===== src/design/bdy_pkg.sv =====
package bdy_pkg;

    // Field widths of the command and result transactions
    localparam int SIZE_W    = 17;
    localparam int OFFS_W    = 16;
    localparam int STAT_W    = 3;
    localparam int ORD_W     = 5;
    localparam int CFG_W     = 5;
    localparam int CFG_IDX_W = 1;

    // Command codes
    typedef enum logic {
        CMD_ALLOC = 1'b0,
        CMD_FREE  = 1'b1
    } cmd_t;

    // Configuration register indexes
    typedef enum logic [CFG_IDX_W-1:0] {
        REG_MIN_ORDER   = 1'b0,
        REG_TOTAL_ORDER = 1'b1
    } reg_idx_t;

    // Result status codes
    typedef enum logic [STAT_W-1:0] {
        STAT_OK        = 3'd0,
        STAT_BAD_SIZE  = 3'd1,
        STAT_NO_SPACE  = 3'd2,
        STAT_UNKNOWN   = 3'd3,
        STAT_FULL      = 3'd4
    } status_t;

    // One block table entry: order of the block and its free mark
    typedef struct packed {
        logic [ORD_W-1:0] order;
        logic             free;
    } entry_t;

    // Configuration seen by the sequencer
    typedef struct packed {
        logic [CFG_W-1:0] min_order;
        logic [CFG_W-1:0] total_order;
        logic             init;
        logic [ORD_W-1:0] init_order;
    } cfg_t;

    // Sequencer states
    typedef enum logic [4:0] {
        S_INIT,
        S_IDLE,
        S_WANT,
        S_ASCAN_RD,
        S_ASCAN_EV,
        S_ADECIDE,
        S_SHIFT_RD,
        S_SHIFT_WR,
        S_SPLIT_WR,
        S_FSCAN_RD,
        S_FSCAN_EV,
        S_FHIT,
        S_MCHK,
        S_MEV,
        S_MWR,
        S_CRD,
        S_CWR,
        S_DONE
    } state_t;

endpackage


===== src/design/bdy_cmd_if.sv =====
interface bdy_cmd_if;
    logic                         valid;
    logic                         ready;
    logic                         command;
    logic [bdy_pkg::SIZE_W-1:0]   request_size;
    logic [bdy_pkg::OFFS_W-1:0]   free_offset;

    modport source (output valid, output command, output request_size,
                    output free_offset, input ready);
    modport sink   (input valid, input command, input request_size,
                    input free_offset, output ready);
endinterface


===== src/design/bdy_rsp_if.sv =====
interface bdy_rsp_if;
    logic                         valid;
    logic                         ready;
    logic [bdy_pkg::STAT_W-1:0]   status;
    logic [bdy_pkg::OFFS_W-1:0]   block_offset;

    modport source (output valid, output status, output block_offset, input ready);
    modport sink   (input valid, input status, input block_offset, output ready);
endinterface


===== src/design/bdy_table.sv =====
module bdy_table #(
    parameter int MAX_BLOCKS = 256
) (
    input  logic                                  clk,
    input  logic                                  we,
    input  logic [$clog2(MAX_BLOCKS)-1:0]         waddr,
    input  bdy_pkg::entry_t                       wdata,
    input  logic [$clog2(MAX_BLOCKS)-1:0]         raddr,
    output bdy_pkg::entry_t                       rdata
);

    bdy_pkg::entry_t mem [MAX_BLOCKS];
    bdy_pkg::entry_t rdata_reg;

    // Single write port, registered read port
    always_ff @(posedge clk)
    begin
        if (we)
        begin
            mem[waddr] <= wdata;
        end
        rdata_reg <= mem[raddr];
    end

    assign rdata = rdata_reg;

endmodule


===== src/design/bdy_ctrl.sv =====
module bdy_ctrl #(
    parameter int MAX_ORDER  = 16,
    parameter int MAX_BLOCKS = 256
) (
    input  logic                                  clk,
    input  logic                                  rst_n,
    input  bdy_pkg::cfg_t                         cfg,
    bdy_cmd_if.sink                               cmd,
    bdy_rsp_if.source                             rsp,
    output logic                                  mem_we,
    output logic [$clog2(MAX_BLOCKS)-1:0]         mem_waddr,
    output bdy_pkg::entry_t                       mem_wdata,
    output logic [$clog2(MAX_BLOCKS)-1:0]         mem_raddr,
    input  bdy_pkg::entry_t                       mem_rdata
);

    localparam int IDX_W = $clog2(MAX_BLOCKS);
    localparam int CNT_W = $clog2(MAX_BLOCKS + 1);
    localparam int OFF_W = MAX_ORDER + 1;
    localparam int OW    = bdy_pkg::ORD_W;
    localparam int SW    = bdy_pkg::SIZE_W;
    localparam int PW    = bdy_pkg::SIZE_W + 1;
    localparam int FW    = bdy_pkg::OFFS_W;

    bdy_pkg::state_t  state_reg, state_next;
    logic [CNT_W-1:0] count_reg, count_next;
    logic [SW-1:0]    size_reg, size_next;
    logic [FW-1:0]    target_reg, target_next;
    logic [OW-1:0]    want_reg, want_next;
    logic [CNT_W-1:0] j_reg, j_next;
    logic [OFF_W-1:0] acc_reg, acc_next;
    logic             hit_found_reg, hit_found_next;
    logic [CNT_W-1:0] hit_idx_reg, hit_idx_next;
    logic [OFF_W-1:0] hit_off_reg, hit_off_next;
    logic             lg_found_reg, lg_found_next;
    logic [CNT_W-1:0] lg_idx_reg, lg_idx_next;
    logic [OFF_W-1:0] lg_off_reg, lg_off_next;
    logic [OW-1:0]    lg_ord_reg, lg_ord_next;
    logic [CNT_W-1:0] lo_reg, lo_next;
    logic [CNT_W-1:0] hi_reg, hi_next;
    logic [OW-1:0]    ord_reg, ord_next;
    logic [OFF_W-1:0] off_reg, off_next;
    logic [CNT_W-1:0] d_reg, d_next;
    bdy_pkg::status_t stat_reg, stat_next;
    logic [OFF_W-1:0] res_reg, res_next;
    logic             out_valid_reg, out_valid_next;
    bdy_pkg::status_t out_stat_reg, out_stat_next;
    logic [FW-1:0]    out_off_reg, out_off_next;

    // Helper terms used by the combinational blocks
    logic             usable;
    logic             bad_size;
    logic             want_lt;
    logic             last_scan;
    logic             full;
    logic             right_side;
    logic             buddy_ok;
    logic             out_free;
    logic [OFF_W-1:0] step;
    logic [OFF_W-1:0] off_sh;
    logic [CNT_W-1:0] j_inc, j_dec, r_inc, l_dec;
    logic [CNT_W-1:0] waddr_c, raddr_c;
    logic [PW-1:0]    pow_want, pow_total;

    assign usable    = (cfg.total_order >= cfg.min_order)
                       && (32'(cfg.total_order) <= MAX_ORDER);
    assign pow_total = PW'(1) << cfg.total_order;
    assign bad_size  = (cmd.request_size == '0)
                       || ((32'(cfg.total_order) < SW)
                           && ({1'b0, cmd.request_size} > pow_total));
    assign pow_want  = PW'(1) << want_reg;
    assign want_lt   = (32'(want_reg) < SW) && (pow_want < {1'b0, size_reg});
    assign j_inc     = j_reg + CNT_W'(1);
    assign j_dec     = j_reg - CNT_W'(1);
    assign r_inc     = hi_reg + CNT_W'(1);
    assign l_dec     = lo_reg - CNT_W'(1);
    assign last_scan = (j_inc == count_reg);
    assign step      = OFF_W'(1) << mem_rdata.order;
    assign full      = (32'(count_reg) + 32'(lg_ord_reg - want_reg)) > MAX_BLOCKS;
    assign off_sh    = off_reg >> ord_reg;
    assign right_side = ~off_sh[0];
    assign buddy_ok  = (mem_rdata.order == ord_reg) && mem_rdata.free;
    assign out_free  = !out_valid_reg || rsp.ready;

    // Next state
    always_comb
    begin
        state_next = state_reg;
        case (state_reg)
            bdy_pkg::S_INIT:
            begin
                state_next = bdy_pkg::S_IDLE;
            end
            bdy_pkg::S_IDLE:
            begin
                if (!cfg.init && cmd.valid)
                begin
                    if (cmd.command == bdy_pkg::CMD_FREE)
                    begin
                        state_next = usable ? bdy_pkg::S_FSCAN_RD : bdy_pkg::S_DONE;
                    end
                    else
                    begin
                        state_next = (usable && !bad_size) ? bdy_pkg::S_WANT
                                                           : bdy_pkg::S_DONE;
                    end
                end
            end
            bdy_pkg::S_WANT:
            begin
                if (!want_lt)
                begin
                    state_next = bdy_pkg::S_ASCAN_RD;
                end
            end
            bdy_pkg::S_ASCAN_RD:
            begin
                state_next = bdy_pkg::S_ASCAN_EV;
            end
            bdy_pkg::S_ASCAN_EV:
            begin
                state_next = last_scan ? bdy_pkg::S_ADECIDE : bdy_pkg::S_ASCAN_RD;
            end
            bdy_pkg::S_ADECIDE:
            begin
                if (hit_found_reg || !lg_found_reg || full)
                begin
                    state_next = bdy_pkg::S_DONE;
                end
                else if (lg_idx_reg + CNT_W'(1) == count_reg)
                begin
                    state_next = bdy_pkg::S_SPLIT_WR;
                end
                else
                begin
                    state_next = bdy_pkg::S_SHIFT_RD;
                end
            end
            bdy_pkg::S_SHIFT_RD:
            begin
                state_next = bdy_pkg::S_SHIFT_WR;
            end
            bdy_pkg::S_SHIFT_WR:
            begin
                state_next = (j_dec == lg_idx_reg) ? bdy_pkg::S_SPLIT_WR
                                                   : bdy_pkg::S_SHIFT_RD;
            end
            bdy_pkg::S_SPLIT_WR:
            begin
                if (j_reg == d_reg)
                begin
                    state_next = bdy_pkg::S_DONE;
                end
            end
            bdy_pkg::S_FSCAN_RD:
            begin
                if (j_reg == count_reg)
                begin
                    state_next = bdy_pkg::S_DONE;
                end
                else if (32'(acc_reg) == 32'(target_reg))
                begin
                    state_next = bdy_pkg::S_FHIT;
                end
                else
                begin
                    state_next = bdy_pkg::S_FSCAN_EV;
                end
            end
            bdy_pkg::S_FSCAN_EV:
            begin
                state_next = bdy_pkg::S_FSCAN_RD;
            end
            bdy_pkg::S_FHIT:
            begin
                state_next = bdy_pkg::S_MCHK;
            end
            bdy_pkg::S_MCHK:
            begin
                if ((ord_reg >= cfg.total_order)
                    || (right_side && (r_inc >= count_reg))
                    || (!right_side && (lo_reg == '0)))
                begin
                    state_next = bdy_pkg::S_MWR;
                end
                else
                begin
                    state_next = bdy_pkg::S_MEV;
                end
            end
            bdy_pkg::S_MEV:
            begin
                state_next = buddy_ok ? bdy_pkg::S_MCHK : bdy_pkg::S_MWR;
            end
            bdy_pkg::S_MWR:
            begin
                state_next = (r_inc >= count_reg) ? bdy_pkg::S_DONE : bdy_pkg::S_CRD;
            end
            bdy_pkg::S_CRD:
            begin
                state_next = bdy_pkg::S_CWR;
            end
            bdy_pkg::S_CWR:
            begin
                state_next = last_scan ? bdy_pkg::S_DONE : bdy_pkg::S_CRD;
            end
            bdy_pkg::S_DONE:
            begin
                if (out_free)
                begin
                    state_next = bdy_pkg::S_IDLE;
                end
            end
            default:
            begin
                state_next = bdy_pkg::S_IDLE;
            end
        endcase
    end

    // Datapath, table port and handshake outputs
    always_comb
    begin
        count_next     = count_reg;
        size_next      = size_reg;
        target_next    = target_reg;
        want_next      = want_reg;
        j_next         = j_reg;
        acc_next       = acc_reg;
        hit_found_next = hit_found_reg;
        hit_idx_next   = hit_idx_reg;
        hit_off_next   = hit_off_reg;
        lg_found_next  = lg_found_reg;
        lg_idx_next    = lg_idx_reg;
        lg_off_next    = lg_off_reg;
        lg_ord_next    = lg_ord_reg;
        lo_next        = lo_reg;
        hi_next        = hi_reg;
        ord_next       = ord_reg;
        off_next       = off_reg;
        d_next         = d_reg;
        stat_next      = stat_reg;
        res_next       = res_reg;
        out_valid_next = out_valid_reg && !rsp.ready;
        out_stat_next  = out_stat_reg;
        out_off_next   = out_off_reg;
        mem_we         = 1'b0;
        waddr_c        = '0;
        mem_wdata      = '0;
        raddr_c        = j_reg;
        cmd.ready      = 1'b0;

        case (state_reg)
            bdy_pkg::S_INIT:
            begin
                // Table starts as one free block of the whole heap
                mem_we          = 1'b1;
                mem_wdata.order = cfg.init ? cfg.init_order : cfg.total_order;
                mem_wdata.free  = 1'b1;
                count_next      = CNT_W'(1);
            end
            bdy_pkg::S_IDLE:
            begin
                cmd.ready = !cfg.init;
                if (cfg.init)
                begin
                    mem_we          = 1'b1;
                    mem_wdata.order = cfg.init_order;
                    mem_wdata.free  = 1'b1;
                    count_next      = CNT_W'(1);
                end
                else if (cmd.valid)
                begin
                    size_next      = cmd.request_size;
                    target_next    = cmd.free_offset;
                    want_next      = cfg.min_order;
                    j_next         = '0;
                    acc_next       = '0;
                    hit_found_next = 1'b0;
                    lg_found_next  = 1'b0;
                    res_next       = '0;
                    if (cmd.command == bdy_pkg::CMD_FREE)
                    begin
                        stat_next = usable ? bdy_pkg::STAT_OK : bdy_pkg::STAT_UNKNOWN;
                    end
                    else
                    begin
                        stat_next = (usable && !bad_size) ? bdy_pkg::STAT_OK
                                                          : bdy_pkg::STAT_BAD_SIZE;
                    end
                end
            end
            bdy_pkg::S_WANT:
            begin
                // Round the size up one order per cycle
                if (want_lt)
                begin
                    want_next = want_reg + OW'(1);
                end
            end
            bdy_pkg::S_ASCAN_EV:
            begin
                // Note the first exact fit and the first larger free block
                if (mem_rdata.free && (mem_rdata.order == want_reg) && !hit_found_reg)
                begin
                    hit_found_next = 1'b1;
                    hit_idx_next   = j_reg;
                    hit_off_next   = acc_reg;
                end
                if (mem_rdata.free && (mem_rdata.order > want_reg) && !lg_found_reg)
                begin
                    lg_found_next = 1'b1;
                    lg_idx_next   = j_reg;
                    lg_off_next   = acc_reg;
                    lg_ord_next   = mem_rdata.order;
                end
                acc_next = acc_reg + step;
                j_next   = j_inc;
            end
            bdy_pkg::S_ADECIDE:
            begin
                if (hit_found_reg)
                begin
                    mem_we          = 1'b1;
                    waddr_c         = hit_idx_reg;
                    mem_wdata.order = want_reg;
                    mem_wdata.free  = 1'b0;
                    res_next        = hit_off_reg;
                end
                else if (!lg_found_reg)
                begin
                    stat_next = bdy_pkg::STAT_NO_SPACE;
                end
                else if (full)
                begin
                    stat_next = bdy_pkg::STAT_FULL;
                end
                else
                begin
                    d_next = CNT_W'(lg_ord_reg - want_reg);
                    j_next = (lg_idx_reg + CNT_W'(1) == count_reg) ? '0
                                                                   : count_reg - CNT_W'(1);
                end
            end
            bdy_pkg::S_SHIFT_WR:
            begin
                // Move the tail up to open room for the split halves
                mem_we    = 1'b1;
                waddr_c   = j_reg + d_reg;
                mem_wdata = mem_rdata;
                j_next    = (j_dec == lg_idx_reg) ? '0 : j_dec;
            end
            bdy_pkg::S_SPLIT_WR:
            begin
                mem_we  = 1'b1;
                waddr_c = lg_idx_reg + j_reg;
                if (j_reg == '0)
                begin
                    mem_wdata.order = want_reg;
                    mem_wdata.free  = 1'b0;
                end
                else
                begin
                    mem_wdata.order = OW'(32'(want_reg) + 32'(j_reg) - 32'd1);
                    mem_wdata.free  = 1'b1;
                end
                if (j_reg == d_reg)
                begin
                    count_next = count_reg + d_reg;
                    res_next   = lg_off_reg;
                end
                else
                begin
                    j_next = j_inc;
                end
            end
            bdy_pkg::S_FSCAN_RD:
            begin
                if (j_reg == count_reg)
                begin
                    stat_next = bdy_pkg::STAT_UNKNOWN;
                end
                else if (32'(acc_reg) == 32'(target_reg))
                begin
                    lo_next  = j_reg;
                    hi_next  = j_reg;
                    off_next = acc_reg;
                end
            end
            bdy_pkg::S_FSCAN_EV:
            begin
                acc_next = acc_reg + step;
                j_next   = j_inc;
            end
            bdy_pkg::S_FHIT:
            begin
                ord_next = mem_rdata.order;
            end
            bdy_pkg::S_MCHK:
            begin
                raddr_c = right_side ? r_inc : l_dec;
            end
            bdy_pkg::S_MEV:
            begin
                // Absorb the buddy into the merged span
                if (buddy_ok)
                begin
                    if (right_side)
                    begin
                        hi_next = r_inc;
                    end
                    else
                    begin
                        lo_next  = l_dec;
                        off_next = off_reg - (OFF_W'(1) << ord_reg);
                    end
                    ord_next = ord_reg + OW'(1);
                end
            end
            bdy_pkg::S_MWR:
            begin
                mem_we          = 1'b1;
                waddr_c         = lo_reg;
                mem_wdata.order = ord_reg;
                mem_wdata.free  = 1'b1;
                d_next          = hi_reg - lo_reg;
                j_next          = r_inc;
                if (r_inc >= count_reg)
                begin
                    count_next = count_reg - (hi_reg - lo_reg);
                end
            end
            bdy_pkg::S_CWR:
            begin
                // Close the gap left by the merged entries
                mem_we    = 1'b1;
                waddr_c   = j_reg - d_reg;
                mem_wdata = mem_rdata;
                if (last_scan)
                begin
                    count_next = count_reg - d_reg;
                end
                else
                begin
                    j_next = j_inc;
                end
            end
            bdy_pkg::S_DONE:
            begin
                if (out_free)
                begin
                    out_valid_next = 1'b1;
                    out_stat_next  = stat_reg;
                    out_off_next   = FW'(res_reg);
                end
            end
            default:
            begin
                mem_we = 1'b0;
            end
        endcase
    end

    assign mem_waddr        = waddr_c[IDX_W-1:0];
    assign mem_raddr        = raddr_c[IDX_W-1:0];
    assign rsp.valid        = out_valid_reg;
    assign rsp.status       = out_stat_reg;
    assign rsp.block_offset = out_off_reg;

    // Control registers
    always_ff @(posedge clk or negedge rst_n)
    begin
        if (!rst_n)
        begin
            state_reg     <= bdy_pkg::S_INIT;
            count_reg     <= CNT_W'(1);
            out_valid_reg <= 1'b0;
        end
        else
        begin
            state_reg     <= state_next;
            count_reg     <= count_next;
            out_valid_reg <= out_valid_next;
        end
    end

    // Working registers
    always_ff @(posedge clk)
    begin
        size_reg      <= size_next;
        target_reg    <= target_next;
        want_reg      <= want_next;
        j_reg         <= j_next;
        acc_reg       <= acc_next;
        hit_found_reg <= hit_found_next;
        hit_idx_reg   <= hit_idx_next;
        hit_off_reg   <= hit_off_next;
        lg_found_reg  <= lg_found_next;
        lg_idx_reg    <= lg_idx_next;
        lg_off_reg    <= lg_off_next;
        lg_ord_reg    <= lg_ord_next;
        lo_reg        <= lo_next;
        hi_reg        <= hi_next;
        ord_reg       <= ord_next;
        off_reg       <= off_next;
        d_reg         <= d_next;
        stat_reg      <= stat_next;
        res_reg       <= res_next;
        out_stat_reg  <= out_stat_next;
        out_off_reg   <= out_off_next;
    end

endmodule


===== src/design/buddy_allocator.sv =====
// Buddy allocator over a heap of 2^total_order bytes, one command at a time. The block
// table sits in a memory with one write port and one registered read port, and one
// sequencer walks it with a shared offset adder. An allocate rounds the size up, scans
// the table entries, then moves entries and writes the new halves when a block is
// split. A free scans the entries up to the target, merges buddies, and moves entries
// to close the gap. The command channel is ready only between commands; the result
// waits in its own register. After reset, and after each configuration write made
// while the sequencer is idle, the table holds one free block of the whole heap; after
// reset the table is written before the first command is taken.
module buddy_allocator #(
    parameter int MAX_ORDER  = 16,
    parameter int MAX_BLOCKS = 256
) (
    input  logic                            clk,
    input  logic                            rst_n,
    input  logic                            cfg_we,
    input  logic [bdy_pkg::CFG_IDX_W-1:0]   cfg_index,
    input  logic [bdy_pkg::CFG_W-1:0]       cfg_data,
    bdy_cmd_if.sink                         cmd,
    bdy_rsp_if.source                       rsp
);

    localparam int IDX_W = $clog2(MAX_BLOCKS);

    logic [bdy_pkg::CFG_W-1:0] min_order_reg;
    logic [bdy_pkg::CFG_W-1:0] total_order_reg;
    bdy_pkg::cfg_t             cfg;
    logic                      mem_we;
    logic [IDX_W-1:0]          mem_waddr;
    logic [IDX_W-1:0]          mem_raddr;
    bdy_pkg::entry_t           mem_wdata;
    bdy_pkg::entry_t           mem_rdata;

    // Configuration registers
    always_ff @(posedge clk or negedge rst_n)
    begin
        if (!rst_n)
        begin
            min_order_reg   <= 5'd4;
            total_order_reg <= 5'd16;
        end
        else if (cfg_we)
        begin
            if (cfg_index == bdy_pkg::REG_MIN_ORDER)
            begin
                min_order_reg <= cfg_data;
            end
            else
            begin
                total_order_reg <= cfg_data;
            end
        end
    end

    // A write made while the sequencer is idle restarts the table with the heap order that will be in force
    always_comb
    begin
        cfg.min_order   = min_order_reg;
        cfg.total_order = total_order_reg;
        cfg.init        = cfg_we;
        cfg.init_order  = (cfg_index == bdy_pkg::REG_TOTAL_ORDER) ? cfg_data
                                                                  : total_order_reg;
    end

    bdy_ctrl #(
        .MAX_ORDER  (MAX_ORDER),
        .MAX_BLOCKS (MAX_BLOCKS)
    ) u_ctrl (
        .clk       (clk),
        .rst_n     (rst_n),
        .cfg       (cfg),
        .cmd       (cmd),
        .rsp       (rsp),
        .mem_we    (mem_we),
        .mem_waddr (mem_waddr),
        .mem_wdata (mem_wdata),
        .mem_raddr (mem_raddr),
        .mem_rdata (mem_rdata)
    );

    bdy_table #(
        .MAX_BLOCKS (MAX_BLOCKS)
    ) u_table (
        .clk   (clk),
        .we    (mem_we),
        .waddr (mem_waddr),
        .wdata (mem_wdata),
        .raddr (mem_raddr),
        .rdata (mem_rdata)
    );

endmodule


===== src/flat_wrapper.sv =====
// flat-port wrapper written by rule: the top's interface ports become plain ports
module buddy_allocator_flat 
#(
    parameter int MAX_ORDER  = 16,
    parameter int MAX_BLOCKS = 256
)
  (clk, rst_n, cfg_we, cfg_index, cfg_data, cmd_valid, cmd_command, cmd_request_size, cmd_free_offset, cmd_ready, rsp_valid, rsp_status, rsp_block_offset, rsp_ready);
  bdy_cmd_if cmd_i ();
  bdy_rsp_if rsp_i ();
  input  logic clk;
  input  logic rst_n;
  input  logic cfg_we;
  input  logic [bdy_pkg::CFG_IDX_W-1:0] cfg_index;
  input  logic [bdy_pkg::CFG_W-1:0] cfg_data;
  input wire logic [$bits(cmd_i.valid)-1:0] cmd_valid;
  input wire logic [$bits(cmd_i.command)-1:0] cmd_command;
  input wire logic [$bits(cmd_i.request_size)-1:0] cmd_request_size;
  input wire logic [$bits(cmd_i.free_offset)-1:0] cmd_free_offset;
  output wire logic [$bits(cmd_i.ready)-1:0] cmd_ready;
  output wire logic [$bits(rsp_i.valid)-1:0] rsp_valid;
  output wire logic [$bits(rsp_i.status)-1:0] rsp_status;
  output wire logic [$bits(rsp_i.block_offset)-1:0] rsp_block_offset;
  input wire logic [$bits(rsp_i.ready)-1:0] rsp_ready;
  assign cmd_i.valid = cmd_valid;
  assign cmd_i.command = cmd_command;
  assign cmd_i.request_size = cmd_request_size;
  assign cmd_i.free_offset = cmd_free_offset;
  assign cmd_ready = cmd_i.ready;
  assign rsp_valid = rsp_i.valid;
  assign rsp_status = rsp_i.status;
  assign rsp_block_offset = rsp_i.block_offset;
  assign rsp_i.ready = rsp_ready;
  buddy_allocator #(.MAX_ORDER(MAX_ORDER), .MAX_BLOCKS(MAX_BLOCKS)) u_core (.clk(clk), .rst_n(rst_n), .cfg_we(cfg_we), .cfg_index(cfg_index), .cfg_data(cfg_data), .cmd(cmd_i), .rsp(rsp_i));
endmodule

===== config.mk =====
export PLATFORM = sky130hd
export DESIGN_NAME = buddy_allocator_flat
export DESIGN_NICKNAME = d
export VERILOG_FILES = /design/src/design/bdy_pkg.sv /design/src/design/bdy_cmd_if.sv /design/src/design/bdy_rsp_if.sv /design/src/design/bdy_table.sv /design/src/design/bdy_ctrl.sv /design/src/design/buddy_allocator.sv /design/src/flat_wrapper.sv
export SDC_FILE = /design/constraint.sdc
export NUM_CORES = 2
export LEC_CHECK = 0
export ABC_AREA = 1
export BUFFER_PORTS_ARGS = -buffer_cell sky130_fd_sc_hd__buf_2
export CAP_MARGIN = 10
export CORE_MARGIN = 2
export CORE_UTILIZATION = 30
export CTS_CLUSTER_SIZE = 28
export DETAILED_ROUTE_END_ITERATION = 16
export GPL_TIMING_DRIVEN = 0
export RECOVER_POWER = 50
export SETUP_SLACK_MARGIN = 0.02
export SLEW_MARGIN = 20
export SYNTH_ARGS = -nofsm -noshare
export SYNTH_HDL_FRONTEND = slang
export SYNTH_SLANG_ARGS = --single-unit

===== constraint.sdc =====
create_clock -name clk -period 14.2 [get_ports clk]
set_clock_uncertainty 0.1 [all_clocks]
set_input_delay 1.42 -clock clk [delete_from_list [all_inputs] [get_ports clk]]
set_output_delay 1.42 -clock clk [all_outputs]
set_load 0.01 [all_outputs]

# == Word-level counts from Yosys, hierarchy flattened ==
# Memory sizes are Yosys's and may differ from the RTL's. A register that Yosys moved wholly into a read port is not among the register bits.
# Cells that the tools add are included.
# word_totals
regBits,232
latchBits,0
ramBits,1536
mem_bits_ro,0
inputBits,45
wordCells,273
mem_count,1
# mem_list
name,depth,word_bits,read_ports,rd_ports_with_merged_regs,wr,line_no,text
u_core.u_table.mem,256,6,1,1,1,bdy_table.sv:12,bdy_pkg::entry_t mem [MAX_BLOCKS];
# op_classes
n_addsub,22
n_mul,0
div_mod_pow,0
magnitude_cmp,10
n_eq_ne,50
n_shift,5
mux,96
n_bitwise,3
reduce_logical,60
# op_table
operator,n
$mux 9,22
$mux 17,6
$mux 5,17
$pmux 5 s17,1
$pmux 17 s2,2
$pmux 9 s7,1
$pmux 9 s2,3
$ne 2x2->1 const B,24
$pmux 16 s3,1
$eq 9x9->1,5
$pmux 9 s5,1
$eq 5x4->1 const B,8
$pmux 8 s5,1
$pmux 6 s6,1
$shl 1x5->18 const A,2
$shl 1x5->17 const A,2
$gt 32x9->1 const B,1
$mux 16,2
$add 9x1->9 const B,3
$sub 9x1->9 const B,3
$sub 9x9->9,3
$mux 8,3
$mux 3,7
$eq 5x3->1 const B,4
51 further kinds,123

# == Longest topological paths before layout ==
# depth
ltp_word,11
mapped_depth,29
mapped_depth_nobuf,29

# == Hierarchy ==
# Synthesis repeated with hierarchy kept, for this count alone.
# unflattened
hier_cells,7585
area_unflattened_um2,80786.2
# by_module_without_submodules
module,instances,cells_per_inst,area_each_um2,seq_area_each_um2
bdy_table,1,5386,63151.8,46244.4
bdy_ctrl,1,2135,17142.7,6592.6
buddy_allocator,1,64,491.7,252.7

# == Least setup slack after synthesis ==
# Ideal clock, no wire load.
# synth_timing
kind,input port to flip-flop
startpoint,input cfg_we
endpoint,"memory u_core.u_table.mem[0][2] (netlist bit), data pin"
setup_ps,1533
arrival_ps,8667
t_required_ps,12567
slack_ps,3900
stages,5
path_buffers,1
path_cell_list,clkbuf_1 -> inv_1 -> a21oi_1 -> o21ai_0 -> o211ai_1
# synth_rtl
element,line_no,text
from (decl),flat_wrapper.sv:12,input logic cfg_we;
to (decl),bdy_table.sv:12,

==> flow_metrics.py <==
metrics = {
    "status": {
        "status": "finished, violations left",
        "failed_checks": "max-capacitance violations, max-slew violations",
    },
    "clocking": {
        "h-tree-depth": 4,
        "post_cts_resize_count": 0,
        "clk_pin_slew_ps": 60,
        "cts_setup_buffers": 0,
        "numCtsBuffers": 196,
        "cts_hold_buf": 0,
        "cts_tree": "built",
        "clock_sinks": 1774,
        "clkLatencyLatePin_ps": 920,
        "cts_max_path_buffers": 4,
        "clk_root_buffer_cell": "clkbuf_16",
    },
    "sta": {
        "worstMarginPinSlew_ps": 2100,
        "finalSetupTns_ps": 0,
        "slew_viol_final": 73,
        "rsz0062_at_grt": "false",
        "period_needed_ps": 7950,
        "fmax_mhz": 126,
        "post-route-period-util": 0.560,
        "slew_headroom": -0.408,
        "hold_viol": 0,
        "setup_viol": 0,
    },
    "worst_setup_path": {
        "crit_type": "reg -> reg",
        "worst_ep_required_time_ps": 14620,
        "cp_cell_sequence": "inv_1 -> nand2_1 -> nor2_1 -> inv_1 -> nor2_1 -> inv_1 -> clkbuf_1 -> o221ai_1 -> clkbuf_1 -> clkbuf_1 -> clkbuf_1 -> clkbuf_1 -> clkbuf_1",
        "cp-end-kind": "flop",
        "cp_slowest_stage_delay_ps": 1280,
        "start_kind": "flop",
        "cp_top_family": "buffers and inverters",
        "crit_top_cell": "clkbuf_1",
        "path_max_fanout": 20,
        "crit_path_top_delay_cell": "o221ai_1",
        "worst-path-buf-inv": 9,
        "arrival_ps": 8360,
    },
    "drt": {
        "firstDrtPassIters": 7,
        "post_drt_wl_per_cell_um": 23.3,
        "vias": 63400,
        "drc": 0,
        "drt_iter0_markers": 7932,
        "via_per_inst": 5.14,
        "drt_wl_total_mm": 287,
        "drtAntennaViolNets": 0,
    },
    "power": {
        "ir_worst_vdd_uv": 92.1,
        "power_w": 0.0107,
        "power_leakage_nw": 36.1,
        "power.density_mw_per_mm2": 111,
    },
    "yosys": {
        "synth_fp_nets": 8292,
        "ys.flop_type": "edfxtp_1",
        "synth.ff_latch_count": 1774,
        "yosys_warnings": 0,
        "yosysSeqAreaShare": 0.630,
        "synth_area_leader_cell": "edfxtp_1",
        "ys_types": 67,
        "synth_cells": 8083,
        "avgSynthCellArea_sq_um": 10.4,
        "synth_edf_count": 1743,
        "yosysTopAreaCellShare": 0.621,
        "syn_area_sq_mm": 0.0843,
        "async_reset_ff_frac": 0.0141,
        "netlist_top_cells_area": "edfxtp_1 (62%), nand3_1 (8.4%), nand2_1 (7.3%)",
    },
    "placement": {
        "port_buffers": 63,
        "place_congestion": 0.975,
        "hpwlAfterDp_mm": 213,
    },
    "finish": {
        "nFillCells": 27800,
        "area_growth_pct": 14.1,
        "largest_reg_flops": 1536,
        "drive_gt1_frac": 0.0808,
        "nets": 8676,
        "top_register": "u_core.u_table.mem",
        "mostFrequentLayoutCells": "edfxtp_1 (1743), nand2_1 (1626), nand3_1 (1415)",
        "layout_commonest_cell": "edfxtp_1",
    },
    "floorplanning": {
        "core_area_sq_mm": 0.279,
        "die_height_um": 534,
        "rows": 194,
        "io_pins": 66,
        "start_util": 0.302,
        "dieWidth_um": 534,
        "die_area_sq_mm": 0.285,
    },
    "global_route": {
        "grt_antenna_before_repair": 19,
        "grt_pass1_vias": 60800,
        "grt_max_degree": 27,
        "grtUsageTotal": 0.195,
        "grt_overflow": 0,
        "grt_first_pass_wirelength_mm": 411,
    },
    "hold_path": {
        "min_path_type": "reg -> reg",
    },
    "job": {
        "drv_cap": 5,
    },
}
==> area by class of cell <==
type	count	area [sq um]	area share
Clock inverter	108	1010	0.0105
Inverter	1002	3770	0.0392
Buffer	455	2160	0.0224
Tap cell	3724	4660	0.0484
Timing Repair Buffer	186	1080	0.0112
Sequential cell	1774	53100	0.552
Clock buffer	227	5060	0.0526
Antenna cell	11	27.5	0.000286
Multi-Input combinational cell	4852	25400	0.264
==> path summary, 6_finish.rpt <==
kind,from,endpoint,slack [ps],depth (start not counted)
max in group asynchronous,rst_n,u_core.u_ctrl.count_reg[6],11960,1
min in group asynchronous,rst_n,u_core.min_order_reg[4],980,1
min reg2reg,u_core.u_ctrl.res_reg[8],u_core.u_ctrl.rsp.block_offset[8],310,0
max reg2reg,u_core.u_ctrl.state_reg[4],u_core.u_table.mem[184][0],6250,13
min,u_core.u_ctrl.res_reg[8],u_core.u_ctrl.rsp.block_offset[8],310,0
max,u_core.u_ctrl.state_reg[4],u_core.u_table.mem[184][0],6250,13
==> through the flow <==
stage | hold WS [ps] | std cells | worst slack [ps] | utilization | area, sq um
after floorplan | 300 | 8083 | 3900 | - | 84300
after global placement | 302 | 11900 | -10310 | 0.320 | 89300
after detailed placement | 305 | 12000 | 7650 | 0.329 | 92000
after CTS | 319 | 12300 | 7650 | 0.351 | 98100
after global routing | 321 | 12300 | 5810 | 0.344 | 96200
final | 314 | 12300 | 6250 | 0.344 | 96200
==> cells in the mapped netlist (14+ instances only) <==
master / n
buf_4: 24
inv_1: 978
xor2_1: 81
nand3b_1: 435
nor3_1: 41
o21ai_0: 135
a31oi_1: 14
o22ai_1: 22
a21oi_1: 121
nand4_1: 20
ha_1: 156
nand3_1: 1415
nand2_2: 19
buf_2: 263
nand2_1: 1633
nor2_1: 473
a22o_1: 16
xnor2_1: 29
buf_1: 18
o211ai_1: 92
a211oi_1: 15
edfxtp_1: 1743
inv_2: 18
clkbuf_1: 147
dfrtp_1: 22
==> cell families after synthesis <==
kind of cell    count (synthesis)  share of synthesized area
compound gates                491                     0.0366
xor+xnor                      110                     0.0114
fa+ha+maj                     164                     0.0251
buf+inv                      1457                     0.0701
flops                        1774                      0.630
simple gates                 4087                      0.227
==> routing by layer <==
metal,up-vias,track usage,routed length [um]
li1,28500,-,-
met1,30900,0.259,117000
met2,3312,0.306,128000
met3,670,0.0389,27600
met4,4,0.0863,14000
met5,-,0,27
==> power by group <==
group          internal [W]  switching, W  leakage, nW
Sequential          0.00567    0.00000436         12.9
Clock               0.00286       0.00213         2.98
Combinational     0.0000181     0.0000376         20.2
==> worst reg2reg max path, cell delays in order (launching register included) <==
cell,delay [ps]
dfrtp_1,410
inv_1,140
nand2_1,100
nor2_1,100
inv_1,110
nor2_1,880
inv_1,320
clkbuf_1,380
o221ai_1,1290
clkbuf_1,760
clkbuf_1,760
clkbuf_1,580
clkbuf_1,820
clkbuf_1,880
Note: power is estimated with default switching activity, not from simulation.
